$ cat config.mk
export PLATFORM = sky130hd
export DESIGN_NAME = sorted_min_priority_queue_core
export DESIGN_NICKNAME = d
export VERILOG_FILES = /design/src/design/smpq_pkg.sv /design/src/design/smpq_cell.sv /design/src/design/sorted_min_priority_queue_core.sv
export SDC_FILE = /design/constraint.sdc
export NUM_CORES = 2
export LEC_CHECK = 0
export ABC_AREA = 1
export BUFFER_PORTS_ARGS = -buffer_cell sky130_fd_sc_hd__clkbuf_2
export CAP_MARGIN = 30
export CORE_UTILIZATION = 55
export CTS_CLUSTER_DIAMETER = 40
export DETAILED_ROUTE_END_ITERATION = 10
export MAX_ROUTING_LAYER = met4
export PLACE_DENSITY = 0.71
export SLEW_MARGIN = 20
export SYNTH_ARGS = -nofsm -noshare
export SYNTH_HDL_FRONTEND = slang
export SYNTH_SLANG_ARGS = --single-unit
$ cat constraint.sdc
create_clock -name i_clk -period 3.45 [get_ports i_clk]
set_input_delay 0.5175 -clock i_clk [delete_from_list [all_inputs] [get_ports i_clk]]
set_output_delay 0.5175 -clock i_clk [all_outputs]
set_load 0.1 [all_outputs]
$ cat src/design/smpq_pkg.sv
// Shared types and codes for the sorted minimum priority queue.
`timescale 1ns / 1ps
`default_nettype none

package smpq_pkg;

    // Operation codes carried in the op field of an input word.
    localparam logic OP_INSERT = 1'b0;
    localparam logic OP_REMOVE = 1'b1;

    // Status codes returned with every result word.
    localparam logic [1:0] ST_OK    = 2'd0;
    localparam logic [1:0] ST_EMPTY = 2'd1;
    localparam logic [1:0] ST_FULL  = 2'd2;

    // Input word: one command.
    typedef struct packed {
        logic               op;
        logic signed [31:0] value;
    } t_in_word;

    // Result word: one per command.
    typedef struct packed {
        logic signed [31:0] min_value;
        logic [1:0]         status;
        logic [4:0]         occupancy;
    } t_out_word;

    // Broadcast control from the top level to every cell.
    typedef struct packed {
        logic ins;
        logic rem;
    } t_cell_ctl;

endpackage

`default_nettype wire

$ cat src/design/smpq_cell.sv
// One storage cell of the sorted chain: holds a key and its valid flag.
`timescale 1ns / 1ps
`default_nettype none

module smpq_cell
    import smpq_pkg::*;
#(
    parameter int KW = 32
) (
    input  wire                  i_clk,
    input  wire                  i_rst_n,
    input  t_cell_ctl            i_ctl,
    input  wire signed [KW-1:0]  i_key,
    input  wire                  i_left_gt,
    input  wire signed [KW-1:0]  i_left_entry,
    input  wire                  i_left_valid,
    input  wire signed [KW-1:0]  i_right_entry,
    input  wire                  i_right_valid,
    output logic signed [KW-1:0] o_entry,
    output logic                 o_valid,
    output logic                 o_gt
);

    logic signed [KW-1:0] r_entry, n_entry;
    logic                 r_valid, n_valid;

    // The new key belongs behind this cell when it is strictly greater.
    assign o_gt    = r_valid && (i_key > r_entry);
    assign o_entry = r_entry;
    assign o_valid = r_valid;

    always_comb begin
        n_entry = r_entry;
        n_valid = r_valid;
        if (i_ctl.ins) begin
            if (o_gt) begin
                n_entry = r_entry;
                n_valid = r_valid;
            end else if (i_left_gt) begin
                n_entry = i_key;
                n_valid = 1'b1;
            end else begin
                n_entry = i_left_entry;
                n_valid = i_left_valid;
            end
        end else if (i_ctl.rem) begin
            n_entry = i_right_entry;
            n_valid = i_right_valid;
        end
    end

    always_ff @(posedge i_clk) begin
        r_entry <= n_entry;
        if (!i_rst_n) begin
            r_valid <= 1'b0;
        end else begin
            r_valid <= n_valid;
        end
    end

endmodule

`default_nettype wire

$ cat src/design/sorted_min_priority_queue_core.sv
// Top level of the sorted minimum priority queue built from a chain of cells.
`timescale 1ns / 1ps
`default_nettype none

// Channel    Signals                  Direction  Transfer
// command    start, i_word, busy      in         start high and busy low at a clock edge
// result     o_done, o_word           out        o_done high for one cycle, always taken
//
// A command is taken every cycle; busy is never raised. Its result word is
// shown in the cycle after the accepting edge. Every cell of the chain decides
// its next contents in the same cycle from its own compare and its neighbors,
// so an insert or remove never walks the chain, whatever the occupancy.
// Reset clears every valid flag and the entry count; stored keys are left as
// they are and are never read until written. The receiver cannot stall.

module sorted_min_priority_queue_core
    import smpq_pkg::*;
#(
    parameter int CAPACITY = 16,
    parameter int KEY_BITS = 32
) (
    input  wire       i_clk,
    input  wire       i_rst_n,
    input  wire       start,
    input  t_in_word  i_word,
    output logic      busy,
    output logic      o_done,
    output t_out_word o_word
);

    // Stored key width: the low bits of the value field, never more than 32.
    localparam int KW = (KEY_BITS < 32) ? KEY_BITS : 32;
    localparam int CW = $clog2(CAPACITY + 1);

    // The chain keeps pace with any command stream, so no back-pressure.
    assign busy = 1'b0;

    logic                 w_accept;
    logic                 w_full;
    logic                 w_empty;
    logic signed [KW-1:0] w_key;
    t_cell_ctl            w_ctl;

    logic signed [KW-1:0] w_entry [CAPACITY];
    logic                 w_valid [CAPACITY];
    logic                 w_gt    [CAPACITY];

    logic [CW-1:0] r_count, n_count;
    logic          r_done;
    t_out_word     r_word, n_word;

    assign w_accept = start && !busy;
    assign w_full   = (r_count == CW'(CAPACITY));
    assign w_empty  = (r_count == '0);
    assign w_key    = $signed(i_word.value[KW-1:0]);

    // A rejected command leaves the chain untouched.
    assign w_ctl.ins = w_accept && (i_word.op == OP_INSERT) && !w_full;
    assign w_ctl.rem = w_accept && (i_word.op == OP_REMOVE) && !w_empty;

    // Each cell sees the cell ahead of it (lower keys) on its left and the
    // cell behind it on its right. The head has nothing ahead of it, so it
    // acts as if the key were greater than everything to its left: a key that
    // is not greater than the head lands at the head. The tail pulls in an
    // empty slot on a remove.
    genvar g;
    generate
        for (g = 0; g < CAPACITY; g++) begin : g_cell
            logic                 w_lgt;
            logic signed [KW-1:0] w_lentry;
            logic                 w_lvalid;
            logic signed [KW-1:0] w_rentry;
            logic                 w_rvalid;

            if (g == 0) begin : g_head
                assign w_lgt    = 1'b1;
                assign w_lentry = '0;
                assign w_lvalid = 1'b0;
            end else begin : g_body
                assign w_lgt    = w_gt[g-1];
                assign w_lentry = w_entry[g-1];
                assign w_lvalid = w_valid[g-1];
            end

            if (g == CAPACITY - 1) begin : g_tail
                assign w_rentry = '0;
                assign w_rvalid = 1'b0;
            end else begin : g_next
                assign w_rentry = w_entry[g+1];
                assign w_rvalid = w_valid[g+1];
            end

            smpq_cell #(
                .KW (KW)
            ) u_cell (
                .i_clk         (i_clk),
                .i_rst_n       (i_rst_n),
                .i_ctl         (w_ctl),
                .i_key         (w_key),
                .i_left_gt     (w_lgt),
                .i_left_entry  (w_lentry),
                .i_left_valid  (w_lvalid),
                .i_right_entry (w_rentry),
                .i_right_valid (w_rvalid),
                .o_entry       (w_entry[g]),
                .o_valid       (w_valid[g]),
                .o_gt          (w_gt[g])
            );
        end
    endgenerate

    // Count update and the result word for the command being taken.
    always_comb begin
        n_count          = r_count;
        n_word.min_value = '0;
        n_word.status    = ST_OK;
        if (w_ctl.ins) begin
            n_count = r_count + 1'b1;
        end else if (w_ctl.rem) begin
            n_count          = r_count - 1'b1;
            // The head always holds the minimum; sign-extend it to the field.
            n_word.min_value = 32'(w_entry[0]);
        end else if (i_word.op == OP_INSERT) begin
            n_word.status = ST_FULL;
        end else begin
            n_word.status = ST_EMPTY;
        end
        n_word.occupancy = 5'(n_count);
    end

    always_ff @(posedge i_clk) begin
        if (w_accept) begin
            r_word <= n_word;
        end
        if (!i_rst_n) begin
            r_count <= '0;
            r_done  <= 1'b0;
        end else begin
            if (w_accept) begin
                r_count <= n_count;
            end
            r_done <= w_accept;
        end
    end

    assign o_done = r_done;
    assign o_word = r_word;

endmodule

`default_nettype wire
After elaboration in Yosys (flattened, before gate mapping)
Cells that the tools add are included.
{"block": "word_totals", "ff_bits": 573, "output_inout_bits": 41}
{"block": "classes", "magnitude_cmp": 16, "bitwise": 2, "n_reduce_logical": 42, "add_sub_neg": 2, "muxes": 129, "n_eq_ne": 17}
{"op": "$mux W32", "n": 63}
{"op": "$gt A32 B32 Y1", "n": 16}
{"op": "$mux W1", "n": 63}
{"op": "$ne A2 B2 Y1 const B", "n": 16}
{"op": "$reduce_and A2 Y1", "n": 16}
{"op": "$logic_and A1 B1 Y1", "n": 20}
{"op": "$mux W5", "n": 2}
{"op": "$add A5 B1 Y5 const B", "n": 1}
{"op": "$eq A5 B5 Y1 const B", "n": 1}
{"op": "$logic_not A5 Y1", "n": 1}
{"op": "$sub A5 B1 Y5 const B", "n": 1}
{"op": "$reduce_or A2 Y1", "n": 2}
{"op": "$logic_not A1 Y1", "n": 2}
{"op": "$mux W2", "n": 1}
{"op": "$not A1 Y1", "n": 2}
{"op": "$reduce_bool A2 Y1", "n": 1}

Logic depth before layout (Yosys ltp)
{"block": "depth", "ltp_word": 5, "depth_mapped": 20}

Cells and area by module
Synthesis repeated with hierarchy kept, for this count alone.
{"block": "unflattened", "cells_unflattened": 5620, "area_unflattened_um2": 42922.4}
{"module": "smpq_cell", "seq_area_each_um2": 980.9, "cells_each": 340, "instances": 16, "area_per_inst_um2": 2565.0}
{"module": "sorted_min_priority_queue_core", "seq_area_each_um2": 1291.2, "cells_each": 180, "instances": 1, "area_per_inst_um2": 1883.1}

Worst setup path after synthesis
No wires, ideal clock.
{"block": "synth_path", "path_kind": "input to register", "from": "in i_word[0] (netlist bit)", "to": "reg g_cell[13].u_cell.r_entry[0] (enable)", "n_path_buf": 1, "setup_time_ps": 389, "slack_ps": 411, "arrival_ps": 2649, "required_ps": 3061, "cell_stages": 17, "path_cell_list": "inv_1 > ha_1 > inv_1 > nand2_1 > nand2_1 > nand2_1 > nand2_1 > nand2_1 > nand2_1 > nand2_1 > nand2_1 > nand2_1 > nand3_1 > nand3_2 > nand2_2 > buf_2 > nand2_1"}
{"block": "synth_via", "elab_chain_len": 4}
{"element": "start: declaration", "line": "sorted_min_priority_queue_core.sv:25", "rtl": "input t_in_word i_word,"}
{"element": "$gt A32 B32 Y1", "line": "smpq_cell.sv:28", "rtl": "assign o_gt = r_valid && (i_key > r_entry);"}
{"element": "$logic_and A1 B1 Y1", "line": "smpq_cell.sv:28"}
{"element": "$ne A2 B2 Y1 (no line)"}
{"element": "$reduce_and A2 Y1 (no line)"}
{"element": "end signal: assignment", "line": "smpq_cell.sv:53", "rtl": "r_entry <= n_entry;"}
{"element": "end: declaration", "line": "smpq_cell.sv:24", "rtl": "logic signed [KW-1:0] r_entry, n_entry;"}
No other way between the ends.
A chain may end at the register's enable or synchronous reset.

Final worst setup path
{"block": "layout_path", "from": "reg g_cell[14].u_cell.r_entry[31]", "to": "reg g_cell[15].u_cell.r_entry[1], data pin"}
{"block": "layout_via", "elab_chain_len": 5}
{"element": "start: declaration", "line": "smpq_cell.sv:24"}
{"element": "start signal: assignment", "line": "smpq_cell.sv:53"}
{"element": "$gt A32 B32 Y1", "line": "smpq_cell.sv:28"}
{"element": "$logic_and A1 B1 Y1", "line": "smpq_cell.sv:28"}
{"element": "$mux W32", "line": "smpq_cell.sv:39", "rtl": "end else if (i_left_gt) begin"}
{"element": "$mux W32", "line": "smpq_cell.sv:36", "rtl": "if (o_gt) begin"}
{"element": "$mux W32", "line": "smpq_cell.sv:35", "rtl": "if (i_ctl.ins) begin"}
{"element": "end signal: assignment", "line": "smpq_cell.sv:53"}
{"element": "end: declaration", "line": "smpq_cell.sv:24"}
No other way between the ends. The select of a mux whose other input is x is not followed.

==> flow_summary.toml <==
[worst_setup_path]
critical_path_class = "reg -> reg"
timing.rr.start = "g_cell[14].u_cell.o_entry[31]"
startpoint_type = "register"
endpoint_kind = "register"
startpoint = "g_cell[14].u_cell.o_entry[31]"
cp.required_ns = 3.90
r2r_end = "g_cell[15].u_cell.o_entry[1]"
r2r_slack_ns = 0.61
cp.arrival_ns = 3.28
crit_fanout = 18
rr_worst_depth = 11

[timing]
final_max_slew_viol_count = 0
fmax_mhz = 352.6
rsz0062_at_grt = "false"
tns_ns = 0
period_share = 0.8221
setup_viol = 0
final-hold-violation-count = 0
finClkSkew_ns = 0.02646
fin_crit_ns = 2.836
max_slew.worst_pin.slew_ns = 0.7782
slew_headroom = 0.4799

[cells_and_area]
post-route-cell-area_um2 = 48320
stdcell_count = 6847
fin_nets = 6268
drive_gt1_frac = 0.08836
antenna-diode-count = 0
area_growth_pct = 13.10

[routing]
drtAntennaViolNets = 0
routed_wl_um = 108600
num_vias = 35650
drc_errors = 0
vias_per_cell = 5.207
drtPass1Iterations = 6
wl_per_cell_um = 15.86
dr.first_iter.drc_count = 2501

[synthesis]
synthTopCellsByArea = "edfxtp_1 39%, nand2_1 24%, ha_1 15%, inv_1 6.2%, a21oi_1 3.0%"
syn_nets = 6173
synthArstFlopShare = 0
syn_inst = 5623
synth_cell_types = 44
synth_top_cell_by_area = "edfxtp_1"
yosysTopAreaCellShare = 0.3873
synth-seq-area-share = 0.3976
netlist_top_cells_count = "2767 x nand2_1, 700 x inv_1, 551 x edfxtp_1"
syn_area_um2 = 42720
avgSynthCellArea_um2 = 7.598
post-synth-top-count-cell = "nand2_1"
ys_warn_count = 0
synth_flop_cell = "edfxtp_1"
ys_ff_latch = 573
synth_edf_count = 551

[global_routing]
grt_start_max_net_pins = 263
grt_pass1_vias = 35040
grt_overflow = 0
antenna_found_initial = 0
track_usage = 0.2882
grt_pass1_wl_um = 178300

[floorplan]
placement_rows = 101
io_pins = 77
die_w_um = 280.7
initial_core_util = 0.5588
die_area_um2 = 78800
dieHeight_um = 280.7
core-area_um2 = 76450

[clock_network]
clock_path_buffers = 3
postCtsHoldBufs = 0
cts_resized = 0
path_clk_slew_ns = 0.05
clockRootBuffer = "clkbuf_16"
numCtsBuffers = 112
tritoncts = "yes"
htree_levels = 3
postCtsSetupRepairBufs = 0
clk_latency_ns = 0.66
cts.sinks = 573

[hold_path]
hp-class = "in -> reg"
min_from = "i_word[32]"
worstHoldEndpoint = "o_word[6]"
hold_depth = 2

[placement]
gp_congestion = 0.9178
dp_cells = 6633
placed_area_um2 = 44210
dp_hpwl_um = 82980
portBuffers = 75

[outcome]
status = "completed"

[pwr]
powerDensity_nw_per_um2 = 578.3
peakVddDrop_mv = 0.3961
leakagePower_nw = 27.12

[flow_run]
cap_viol_max_count = 0
sequential cells by signal (all words and copies together) (netlist names):
signal / flops
g_cell.u_cell.o_entry: 512
o_word: 39
r_count: 5
g_cell.u_cell.o_valid: 16
o_done: 1
through the flow:
step / hold slack [ns] / power [mW] / utilization / setup slack (ns)
floorplan: 0.4491 / 14.49 / - / 0.4112
global placement: 0.4742 / 16.06 / 0.5783 / 0.1350
detailed placement: 0.4911 / 16.32 / 0.5783 / 0.08808
CTS: 0.1580 / 28.06 / 0.6317 / 0.6605
global route: 0.1787 / 29.48 / 0.6320 / 0.3754
finish: 0.1939 / 27.94 / 0.6320 / 0.6136
worst max-delay path, cell delays in order, from the launching register on:
cell and delay (ns):
edfxtp_1 0.35, inv_1 0.06, ha_1 0.37, nand2_1 0.09, nor2_1 0.15, nand2_1 0.19, nor4_1 0.55, nor2_1 0.13
nand3_2 0.17, nand2_4 0.06, buf_4 0.24, a22oi_1 0.24
cell type report:
| type | count | area (um2) |
|---|---|---|
| clock buffers | 126 | 3023 |
| inverters | 704 | 2645 |
| flip-flops and latches | 573 | 16990 |
| well taps | 1030 | 1289 |
| repair buffers | 180 | 1484 |
| multi-input cells | 4147 | 21840 |
| fillers | 6611 | 28130 |
| clock inverters | 87 | 1057 |
report_power, final:
part | switching [mW] | internal, mW
Sequential | 0.457 | 9.03
Combinational | 4.54 | 2.28
Clock | 3.86 | 7.79
cell families after synthesis:
kind of cell / after synthesis / synth area share
other cells: 1 / 0.00008778
buf+inv: 903 / 0.09173
compound gates: 466 / 0.06390
fa+ha+maj: 514 / 0.1505
flops: 573 / 0.3976
xor+xnor: 4 / 0.0008202
simple gates: 3162 / 0.2953
metal layers:
metal / global-route usage / wire length (um) / part of all wire / vias up
met5: - / 0 / 0 / -
met1: 0.3756 / 49020 / 0.45 / 16160
met4: 0.09528 / 3418 / 0.031 / 0
met3: 0.03226 / 6248 / 0.058 / 230
met2: 0.4679 / 49910 / 0.46 / 1093
li1: - / - / - / 18160
how the worst max path moves through the flow:
| stage | endpoint | slack [ns] |
|---|---|---|
| global route | g_cell[4].u_cell.o_valid | 0.38 |
| global placement | g_cell[11].u_cell.o_entry[6] | 0.14 |
| detailed placement | g_cell[14].u_cell.o_entry[7] | 0.09 |
| finish | g_cell[15].u_cell.o_entry[1] | 0.61 |
| CTS | g_cell[15].u_cell.o_entry[1] | 0.66 |
| floorplan | g_cell[13].u_cell.o_entry[0] | 0.41 |
cell usage in the layout, fill, tap and decap left out, types with 56 or more instances in the layout:
| cell type | count |
|---|---|
| clkbuf_16 | 118 |
| inv_1 | 700 |
| nand2_1 | 2766 |
| buf_4 | 80 |
| edfxtp_1 | 551 |
| ha_1 | 514 |
| a21oi_1 | 255 |
| clkbuf_2 | 75 |
| o21ai_0 | 95 |
| nand3_1 | 56 |
| nor2_1 | 170 |
Note: power is estimated with default switching activity, not from simulation.
